===== src/rtl/swcfd_pkg.sv =====
// ----------------------------------------------------------------------------
// swcfd_pkg
// Shared types, constants and the CRC-8 step for the sensor word frame decoder.
// ----------------------------------------------------------------------------
package swcfd_pkg;

  localparam logic [7:0] CRC_INIT = 8'hFF;
  localparam logic [7:0] CRC_POLY = 8'h31;

  // byte positions inside the nine byte frame
  localparam logic [3:0] POS_W0_HI  = 4'd0;
  localparam logic [3:0] POS_W0_LO  = 4'd1;
  localparam logic [3:0] POS_W0_CRC = 4'd2;
  localparam logic [3:0] POS_W1_HI  = 4'd3;
  localparam logic [3:0] POS_W1_LO  = 4'd4;
  localparam logic [3:0] POS_W1_CRC = 4'd5;
  localparam logic [3:0] POS_W2_HI  = 4'd6;
  localparam logic [3:0] POS_W2_LO  = 4'd7;
  localparam logic [3:0] POS_W2_CRC = 4'd8;
  localparam logic [3:0] POS_LAST   = POS_W2_CRC;

  // conversion constants
  localparam logic [14:0] TEMP_SPAN   = 15'd17500;
  localparam logic [14:0] TEMP_OFFSET = 15'd4500;
  localparam logic [13:0] HUM_SPAN    = 14'd10000;
  localparam logic [16:0] FULL_SCALE  = 17'd65535;

  typedef struct packed {
    logic [15:0] first_word;
    logic [15:0] second_word;
    logic [15:0] third_word;
    logic        crc_good;
    logic        all_words_zero;
  } frame_res_t;

  function automatic logic [7:0] crc8_feed(input logic [7:0] crc, input logic [7:0] data);
    logic [7:0] c;
    c = crc ^ data;
    for (int k = 0; k < 8; k++) begin
      c = c[7] ? ({c[6:0], 1'b0} ^ CRC_POLY) : {c[6:0], 1'b0};
    end
    return c;
  endfunction

endpackage


===== src/rtl/sensor_word_crc_frame_decoder_top.sv =====
// ----------------------------------------------------------------------------
// sensor_word_crc_frame_decoder_top
// Decodes a nine byte sensor reply of three CRC-8 protected words into raw
// words, scaled temperature and humidity, and CRC and no-device flags.
// ----------------------------------------------------------------------------
// Takes one received byte per cycle while in_stall is low. Each beat passes
// an input register and, on the ninth byte of a frame, moves on into the
// result register as it leaves the input register. Bytes that do not close
// a frame keep flowing while a result waits on out_stall; only a closing
// byte is held until the result register frees up. Every ninth byte after
// the last in_frame_start beat yields a result, and a new in_frame_start
// beat drops any partial frame.
module sensor_word_crc_frame_decoder_top
  import swcfd_pkg::*;
(
  input  logic               clk,
  input  logic               rst_n,
  input  logic               in_valid,
  output logic               in_stall,
  input  logic [7:0]         in_rx_byte,
  input  logic               in_frame_start,
  output logic               out_valid,
  input  logic               out_stall,
  output logic [15:0]        out_first_word,
  output logic [15:0]        out_second_word,
  output logic [15:0]        out_third_word,
  output logic signed [14:0] out_temp_centi_deg,
  output logic [13:0]        out_humidity_centi_pct,
  output logic               out_crc_good,
  output logic               out_all_words_zero
);

  frame_res_t         res;
  logic               res_fire;
  logic               res_free;
  logic signed [14:0] temp_val;
  logic [13:0]        hum_val;

  logic               out_vld_r;
  frame_res_t         out_res_r;
  logic signed [14:0] out_temp_r;
  logic [13:0]        out_hum_r;

  assign res_free = !out_vld_r || !out_stall;

  swcfd_frame u_frame (
    .clk            (clk),
    .rst_n          (rst_n),
    .in_valid       (in_valid),
    .in_stall       (in_stall),
    .in_rx_byte     (in_rx_byte),
    .in_frame_start (in_frame_start),
    .res_free       (res_free),
    .res_fire       (res_fire),
    .res            (res)
  );

  swcfd_scale u_scale (
    .temp_code          (res.second_word),
    .hum_code           (res.third_word),
    .temp_centi_deg     (temp_val),
    .humidity_centi_pct (hum_val)
  );

  always_ff @(posedge clk) begin
    if (!rst_n) begin
      out_vld_r <= 1'b0;
    end else begin
      if (res_fire) begin
        out_vld_r <= 1'b1;
      end else if (!out_stall) begin
        out_vld_r <= 1'b0;
      end
    end
  end

  always_ff @(posedge clk) begin
    if (res_fire) begin
      out_res_r  <= res;
      out_temp_r <= temp_val;
      out_hum_r  <= hum_val;
    end
  end

  assign out_valid              = out_vld_r;
  assign out_first_word         = out_res_r.first_word;
  assign out_second_word        = out_res_r.second_word;
  assign out_third_word         = out_res_r.third_word;
  assign out_temp_centi_deg     = out_temp_r;
  assign out_humidity_centi_pct = out_hum_r;
  assign out_crc_good           = out_res_r.crc_good;
  assign out_all_words_zero     = out_res_r.all_words_zero;

  a_no_overwrite: assert property (@(posedge clk) disable iff (!rst_n)
    res_fire |-> !out_vld_r || !out_stall)
    else $error("result register overwritten while stalled");

  a_valid_source: assert property (@(posedge clk) disable iff (!rst_n)
    $rose(out_vld_r) |-> $past(res_fire))
    else $error("result beat without a closing byte");

endmodule


===== src/rtl/swcfd_frame.sv =====
// ----------------------------------------------------------------------------
// swcfd_frame
// Input register, byte position tracking, per-word CRC-8 check and word
// assembly. Flags the closing byte of each frame with the assembled result.
// ----------------------------------------------------------------------------
module swcfd_frame
  import swcfd_pkg::*;
(
  input  logic       clk,
  input  logic       rst_n,
  input  logic       in_valid,
  output logic       in_stall,
  input  logic [7:0] in_rx_byte,
  input  logic       in_frame_start,
  input  logic       res_free,
  output logic       res_fire,
  output frame_res_t res
);

  logic        s1_vld_r;
  logic [7:0]  s1_byte_r;
  logic        s1_start_r;

  logic [3:0]  pos_r, pos_nxt;
  logic [7:0]  crc_r, crc_nxt;
  logic        fail_r, fail_nxt;
  logic [7:0]  hi_r, hi_nxt;
  logic [7:0]  lo_r, lo_nxt;
  logic [15:0] w0_r, w0_nxt;
  logic [15:0] w1_r, w1_nxt;

  logic        restart;
  logic [3:0]  pos_eff;
  logic        fail_base;
  logic        is_last;
  logic        s1_fire;
  logic [15:0] w2;

  always_comb begin
    restart   = s1_start_r || (pos_r > POS_LAST);
    pos_eff   = restart ? POS_W0_HI : pos_r;
    fail_base = (pos_eff == POS_W0_HI) ? 1'b0 : fail_r;
    is_last   = (pos_eff == POS_LAST);
    pos_nxt   = is_last ? POS_W0_HI : pos_eff + 4'd1;
    crc_nxt   = crc_r;
    fail_nxt  = fail_base;
    hi_nxt    = hi_r;
    lo_nxt    = lo_r;
    w0_nxt    = w0_r;
    w1_nxt    = w1_r;
    case (pos_eff)
      POS_W0_HI, POS_W1_HI, POS_W2_HI: begin
        crc_nxt = crc8_feed(CRC_INIT, s1_byte_r);
        hi_nxt  = s1_byte_r;
      end
      POS_W0_LO: begin
        crc_nxt = crc8_feed(crc_r, s1_byte_r);
        w0_nxt  = {hi_r, s1_byte_r};
      end
      POS_W1_LO: begin
        crc_nxt = crc8_feed(crc_r, s1_byte_r);
        w1_nxt  = {hi_r, s1_byte_r};
      end
      POS_W2_LO: begin
        crc_nxt = crc8_feed(crc_r, s1_byte_r);
        lo_nxt  = s1_byte_r;
      end
      POS_W0_CRC, POS_W1_CRC, POS_W2_CRC: begin
        fail_nxt = fail_base | (crc_r != s1_byte_r);
        crc_nxt  = CRC_INIT;
      end
      default: begin
        crc_nxt = crc_r;
      end
    endcase
  end

  assign s1_fire  = s1_vld_r && (!is_last || res_free);
  assign in_stall = s1_vld_r && !s1_fire;
  assign res_fire = s1_fire && is_last;

  assign w2                 = {hi_r, lo_r};
  assign res.first_word     = w0_r;
  assign res.second_word    = w1_r;
  assign res.third_word     = w2;
  assign res.crc_good       = !fail_nxt;
  assign res.all_words_zero = (w0_r == 16'd0) && (w1_r == 16'd0) && (w2 == 16'd0);

  always_ff @(posedge clk) begin
    if (!rst_n) begin
      s1_vld_r <= 1'b0;
      pos_r    <= POS_W0_HI;
      crc_r    <= CRC_INIT;
      fail_r   <= 1'b0;
    end else begin
      if (!in_stall) begin
        s1_vld_r <= in_valid;
      end
      if (s1_fire) begin
        pos_r  <= pos_nxt;
        crc_r  <= crc_nxt;
        fail_r <= fail_nxt;
      end
    end
  end

  always_ff @(posedge clk) begin
    if (in_valid && !in_stall) begin
      s1_byte_r  <= in_rx_byte;
      s1_start_r <= in_frame_start;
    end
    if (s1_fire) begin
      hi_r <= hi_nxt;
      lo_r <= lo_nxt;
      w0_r <= w0_nxt;
      w1_r <= w1_nxt;
    end
  end

  a_pos_range: assert property (@(posedge clk) disable iff (!rst_n)
    pos_r <= POS_LAST)
    else $error("byte position out of frame range");

  a_restart_pos: assert property (@(posedge clk) disable iff (!rst_n)
    s1_fire && s1_start_r |=> pos_r == POS_W0_LO)
    else $error("restart beat did not land on the second frame position");

  a_crc_reinit: assert property (@(posedge clk) disable iff (!rst_n)
    s1_fire && (pos_eff == POS_W0_CRC || pos_eff == POS_W1_CRC || pos_eff == POS_W2_CRC)
    |=> crc_r == CRC_INIT)
    else $error("crc not reloaded after a crc beat");

endmodule


===== src/rtl/swcfd_scale.sv =====
// ----------------------------------------------------------------------------
// swcfd_scale
// Converts the temperature and humidity codes to centi-degrees and
// centi-percent by constant multiply and exact floor division by 65535.
// ----------------------------------------------------------------------------
module swcfd_scale
  import swcfd_pkg::*;
(
  input  logic [15:0]        temp_code,
  input  logic [15:0]        hum_code,
  output logic signed [14:0] temp_centi_deg,
  output logic [13:0]        humidity_centi_pct
);

  logic [30:0] t_prod;
  logic [14:0] t_q0;
  logic [16:0] t_rem;
  logic [14:0] t_quo;
  logic [29:0] h_prod;
  logic [13:0] h_q0;
  logic [16:0] h_rem;

  // x / 65535: start from x >> 16, remainder is x[15:0] + q0, one correction
  always_comb begin
    t_prod = 31'(temp_code) * 31'(TEMP_SPAN);
    t_q0   = t_prod[30:16];
    t_rem  = {1'b0, t_prod[15:0]} + {2'b00, t_q0};
    t_quo  = t_q0 + 15'(t_rem >= FULL_SCALE);
    temp_centi_deg = signed'(t_quo - TEMP_OFFSET);

    h_prod = 30'(hum_code) * 30'(HUM_SPAN);
    h_q0   = h_prod[29:16];
    h_rem  = {1'b0, h_prod[15:0]} + {3'b000, h_q0};
    humidity_centi_pct = h_q0 + 14'(h_rem >= FULL_SCALE);
  end

endmodule

===== config.mk =====
export PLATFORM = sky130hd
export DESIGN_NAME = sensor_word_crc_frame_decoder_top
export DESIGN_NICKNAME = d
export VERILOG_FILES = /design/src/rtl/swcfd_pkg.sv /design/src/rtl/sensor_word_crc_frame_decoder_top.sv /design/src/rtl/swcfd_frame.sv /design/src/rtl/swcfd_scale.sv
export SDC_FILE = /design/constraint.sdc
export NUM_CORES = 1
export LEC_CHECK = 0
export BUFFER_PORTS_ARGS = -buffer_cell sky130_fd_sc_hd__buf_2
export CORE_UTILIZATION = 56
export CTS_CLUSTER_DIAMETER = 50
export DETAILED_ROUTE_END_ITERATION = 7
export PLACE_DENSITY = 0.74
export SLEW_MARGIN = 20
export SYNTH_ARGS = -nofsm -noshare
export SYNTH_HDL_FRONTEND = slang
export SYNTH_HIERARCHICAL = 1
export SYNTH_SLANG_ARGS = --single-unit

===== constraint.sdc =====
create_clock -name clk -period 7.95 [get_ports clk]
set_input_delay 0 -clock clk [delete_from_list [all_inputs] [get_ports clk]]
set_output_delay 0 -clock clk [all_outputs]
set_load 0.01 [all_outputs]

Word-level counts from Yosys, hierarchy flattened

Index checks and enable logic that the tools add are counted.

Register bits after elaboration: 151
Input bits: 13
Output and inout port bits: 81
Logic and storage cells: 109

$add $sub $neg: 6
Multipliers: 2
$lt $le $gt $ge: 3
Eq/ne operators: 10
Muxes and demuxes: 23
Bitwise gates (word level): 19
Reductions and logical operators: 28

Operator list:

| kind                     | number |
|---|---|
| $mux W6                  | 16 |
| $logic_not A16 Y1        | 3 |
| $not A3 Y3               | 16 |
| $ge A17 B16 Y1 const B   | 2 |
| $mul A16 B13 Y29 const B | 1 |
| $mul A16 B10 Y26 const B | 1 |
| $pmux W8 S3              | 1 |
| $add A16 B14 Y17         | 1 |
| $add A16 B15 Y17         | 1 |
| $eq A4 B3 Y1 const B     | 4 |
| $add A15 B1 Y15          | 1 |
| $sub A15 B13 Y15 const B | 1 |
| $add A14 B1 Y14          | 1 |
| $reduce_and A2 Y1        | 5 |
| $reduce_or A3 Y1         | 3 |
| $eq A4 B2 Y1 const B     | 2 |
| $mux W4                  | 2 |
| $ne A8 B8 Y1             | 1 |
| $not A8 Y8               | 1 |
| $xor A8 B8 Y8            | 1 |
| $logic_and A1 B1 Y1      | 6 |
| $logic_not A1 Y1         | 6 |
| $add A4 B1 Y4 const B    | 1 |
| $eq A4 B1 Y1 const B     | 1 |
| 8 further kinds          | 13 |

Logic depth before layout (Yosys ltp)

Depth in word-level cells: 18
Depth in mapped cells: 37
Mapped depth without buffers: 36

Hierarchy

The synthesis kept the hierarchy.

By module, submodules not included:

| module                            | times used | cells each | area an instance (um2) | sequential area each (um2) |
|---|---|---|---|---|
| swcfd_scale                       | 1          | 915        | 7,643.6                | 0.0 |
| swcfd_frame                       | 1          | 225        | 3,136.8                | 1,991.9 |
| sensor_word_crc_frame_decoder_top | 1          | 83         | 2,407.3                | 2,392.3 |

Worst setup path after synthesis

No wires, ideal clock.

Path kind: reg2reg
From: register u_frame.hi_r[1]
To: register out_hum_r[13], in the netlist out_humidity_centi_pct[13] (data pin)
Setup time: 263 ps
Arrival time: 7,593 ps
Required time: 7,687 ps
Path slack: 94 ps
Stages on the path, launching flop included: 32
Path buffers: 0
Period minus slack after synthesis: 7,856 ps
Cell sequence: edfxtp_1 > inv_1 > fa_1 > inv_1 > ha_1 > fa_1 > ha_1 > inv_1 > fa_1 > inv_1 > ha_1 > and3_1 > and3_1 > a221o_1 > a311o_1 > a21oi_2 > o311ai_0 > xor2_1 > ha_1 > a2111oi_0 > nand3_1 > a2111oi_0 > nand4_1 > or4_1 > o22ai_1 > a21o_1 > ha_1 > nand2_1 > and3b_1 > and2_4 > nand4_2 > xnor2_1

Cells in the longest elaborated chain, start to end: 4

Ends and longest elaborated chain:

| item                   | line                                    | source |
|---|---|---|
| start, declared        | swcfd_frame.sv:27                       | `logic [7:0] hi_r, hi_nxt;` |
| start signal, assigned | swcfd_frame.sv:113                      | `hi_r <= hi_nxt;` |
| $mul A16 B10 Y26 (*)   | swcfd_scale.sv:31                       | `h_prod = 30'(hum_code) * 30'(HUM_SPAN);` |
| $add A16 B14 Y17       | swcfd_scale.sv:33                       | `h_rem = {1'b0, h_prod[15:0]} + {3'b000, h_q0};` |
| $ge A17 B16 Y1         | swcfd_scale.sv:34                       | `humidity_centi_pct = h_q0 + 14'(h_rem >= FULL_SCALE);` |
| $add A14 B1 Y14 (*)    | swcfd_scale.sv:34                       |  |
| via hum_val[13]        | sensor_word_crc_frame_decoder_top.sv:37 | `logic [13:0] hum_val;` |
| end signal, assigned   | sensor_word_crc_frame_decoder_top.sv:81 | `out_hum_r <= hum_val;` |
| end, declared          | sensor_word_crc_frame_decoder_top.sv:42 | `logic [13:0] out_hum_r;` |

The timed path passes the listed nets; every way through them passes the cells marked *.
A chain may end at the register's enable or synchronous reset.

Worst setup path in the final report

From: register u_frame.hi_r[0]
To: register out_hum_r[13], in the netlist out_humidity_centi_pct[13] (data pin)

Same word-level chain as after synthesis.

==> impl_metrics.ini <==
[timing]
fin_skew_ns = 0.0144
relSlewSlack = 0.435
finalSetupViolCount = 0
hold_violations = 0
slew_violations = 0
fin_crit_sh = 0.979
fin_crit_ns = 7.78
finalWorstSetupSlack_ns = 0.167
tightest_slew_ns = 0.847
timing.fmax_mhz = 128

[global_route]
grtUsageMet2 = 0.441
grt_use_met1 = 0.349
grt_pass1_vias = 9643
grt_pass1_wl_mm = 48.6
antenna_found_initial = 0
grt_overflow = 0
grtUsageTotal = 0.262
grt_max_degree = 62
use_met3 = 0.0304
grt_busiest_layer = met2

[synth]
synth.net_count = 1515
syn_inst = 1223
synth_ff_type = edfxtp_1
synth-seq-cells = 151
netlist-cell-type-count = 86
synth_area_um2 = 13200
yosysSeqAreaShare = 0.332
synth_warnings = 6
ys_async_sr_fraction = 0
synth_area_per_cell_um2 = 10.8
synth_edf_count = 136

[route]
ant_nets = 0
post-route-drc-count = 0
vias_per_cell = 5.53
drt_first_pass_iters = 6
avgRoutedWirePerCell_um = 17.7
first_iter_violations = 669
drt_wl_total_mm = 31.2
num_vias = 9768

[power_and_ir_drop]
ir_drop_uv = 184
power_density_nw_per_um2 = 191
power_leakage_nw = 7.26

[finish]
final_nets = 1731
drive_gt1_frac = 0.227
final_common_cell = inv_1
area_growth_pct = 20.5
final_util = 0.696
finish.instance_area_um2 = 15900
layout_common_cells = inv_1, ha_1, edfxtp_1
diodes = 0

[critical_path]
end_kind = flip-flop
critPathMaxStageDelay_ns = 0.61
arrival_ns = 7.97
cpMaxStageDelayCell = or4_4
path_max_fanout = 6
critical_path_class = reg2reg
critPathLaunchType = flip-flop
cp_data_required_time_ns = 8.13

[placed_design]
gp_congestion = 0.897
port_buffers = 93
place_hpwl_mm = 23.3
pre_cts_ws_ns = -0.166
placed_cell_area_um2 = 14600

[die]
initial_core_util = 0.577
die-area_um2 = 24200
die_h_um = 155
ios = 94
rows = 55
die_w_um = 155
core_um2 = 22800

[hold_path]
holdCritPathClass = in2reg

[clock_tree]
clk_pin_slew_worst_paths_ns = 0.08
clockBufferDepth = 2
cts_buffers = 17
root_buffer = clkbuf_16
htreeDepth = 4
cts_tree = built
cts_sinks = 151
clk_latency_ns = 0.44

[run]
drv_cap = 0

[status]
status = finished clean
path summary, 6_finish.rpt:
check / startpoint / endpoint / slack [ns] / depth (start not counted)
worst min register to register: u_frame/w0_r[8]$_DFFE_PP_ / out_first_word[8]$_DFFE_PP_ / 0.46 / 0
worst max-delay path: u_frame/hi_r[0]$_DFFE_PP_ / out_humidity_centi_pct[13]$_DFFE_PP_ / 0.17 / 30
worst max register to register: u_frame/hi_r[0]$_DFFE_PP_ / out_humidity_centi_pct[13]$_DFFE_PP_ / 0.17 / 30
worst min-delay path: in_rx_byte[4] / u_frame/s1_byte_r[4]$_DFFE_PP_ / 0.27 / 2
flip-flops by register name, indices dropped and copies added, names as in the netlist:
name,count
out_temp_centi_deg,15
out_first_word,16
u_frame/lo_r,8
out_third_word,16
out_crc_good,1
u_frame/fail_r,1
out_humidity_centi_pct,14
u_frame/s1_vld_r,1
out_valid,1
u_frame/w0_r,16
u_frame/crc_r,8
out_second_word,16
u_frame/s1_byte_r,8
u_frame/hi_r,8
u_frame/s1_start_r,1
out_all_words_zero,1
u_frame/pos_r,4
u_frame/w1_r,16
synthesized netlist by cell type, types with 3 or more instances:
library cell	count	share of area
inv_1	237	0.067
ha_1	197	0.19
edfxtp_1	136	0.31
fa_1	82	0.12
xnor2_1	73	0.048
a21oi_1	54	0.020
nor2_1	44	0.013
xor2_1	43	0.029
o21ai_0	32	0.012
nand3_1	31	0.012
nand2_1	30	0.0085
nor3_1	20	0.0076
nor4_1	19	0.0090
a21o_1	18	0.010
dfxtp_1	15	0.023
nand2b_1	13	0.0062
nand4_1	12	0.0057
a31oi_1	10	0.0047
a32oi_1	9	0.0060
buf_2	8	0.0030
nor2b_1	8	0.0038
nor3b_1	8	0.0046
and3_1	7	0.0033
a21oi_2	6	0.0040
clkbuf_1	6	0.0017
a211oi_1	5	0.0028
o211ai_1	5	0.0028
o21a_1	5	0.0028
o21ai_1	5	0.0019
buf_6	4	0.0034
nand3b_1	4	0.0023
a211oi_2	3	0.0028
and2_1	3	0.0014
o311ai_1	3	0.0020
or4_1	3	0.0017
per-stage QoR:
stage	cells	setup TNS, ns	total power [mW]	hold WS, ns
after floorplan	1223	0	1.75	0.0989
after global placement	1694	0	1.99	0.177
after detailed placement	1694	-0.388	2.01	0.178
after CTS	1741	0	2.89	0.241
after global routing	1765	-0.571	3.18	0.263
final	1765	0	3.03	0.271
power breakdown:
group | internal [mW] | switching [mW] | total (mW) | leakage, nW
clock network | 0.431 | 0.407 | 0.838 | 0.301
registers | 0.896 | 0.0270 | 0.923 | 1.36
logic | 0.561 | 0.711 | 1.27 | 5.60
total | 1.89 | 1.14 | 3.03 | 7.26
routing by layer:
layer / part of all wire / vias to the layer above
li1: - / 4680
met1: 0.44 / 4691
met2: 0.48 / 337
met3: 0.056 / 60
met4: 0.025 / 0
met5: 0 / -
worst max-delay path, delay by kind of cell, from the launching register on:
| family | cells | cell delay, ns |
|---|---|---|
| AO/OA/AOI/OAI | 8 | 1.82 |
| adder cells (fa/ha/maj) | 8 | 2.90 |
| flip-flops | 1 | 0.40 |
| buffers and inverters | 3 | 0.28 |
| AND/OR/NAND/NOR | 9 | 1.80 |
| XOR/XNOR | 2 | 0.33 |
cell families (layout without fill, tap and decap cells):
family | count (synthesis) | after routing | synth area share
fa+ha+maj | 279 | 279 | 0.311
buf+inv | 257 | 486 | 0.0768
simple gates | 217 | 217 | 0.0892
compound gates | 198 | 198 | 0.107
flops | 151 | 151 | 0.332
xor+xnor | 119 | 119 | 0.0817
mux | 2 | 2 | 0.00152
cell type report:
type                       count  area, um2
multi-input combinational    815       8160
clock inverter                15        196
clock buffer                  17        425
fill                        1652       6960
sequential                   151       4380
tap                          313        392
timing repair buffer         217       1440
inverter                     237        890
repair_timing:
item,4_1_cts,5_1_grt
pin swaps,2,56
endpoints found under the hold margin,19,0
buffers inserted,2,25
resized for setup,6,72
setup endpoints to repair,5,25
hold buffers,13,0
Note: power is estimated with default switching activity, not from simulation.
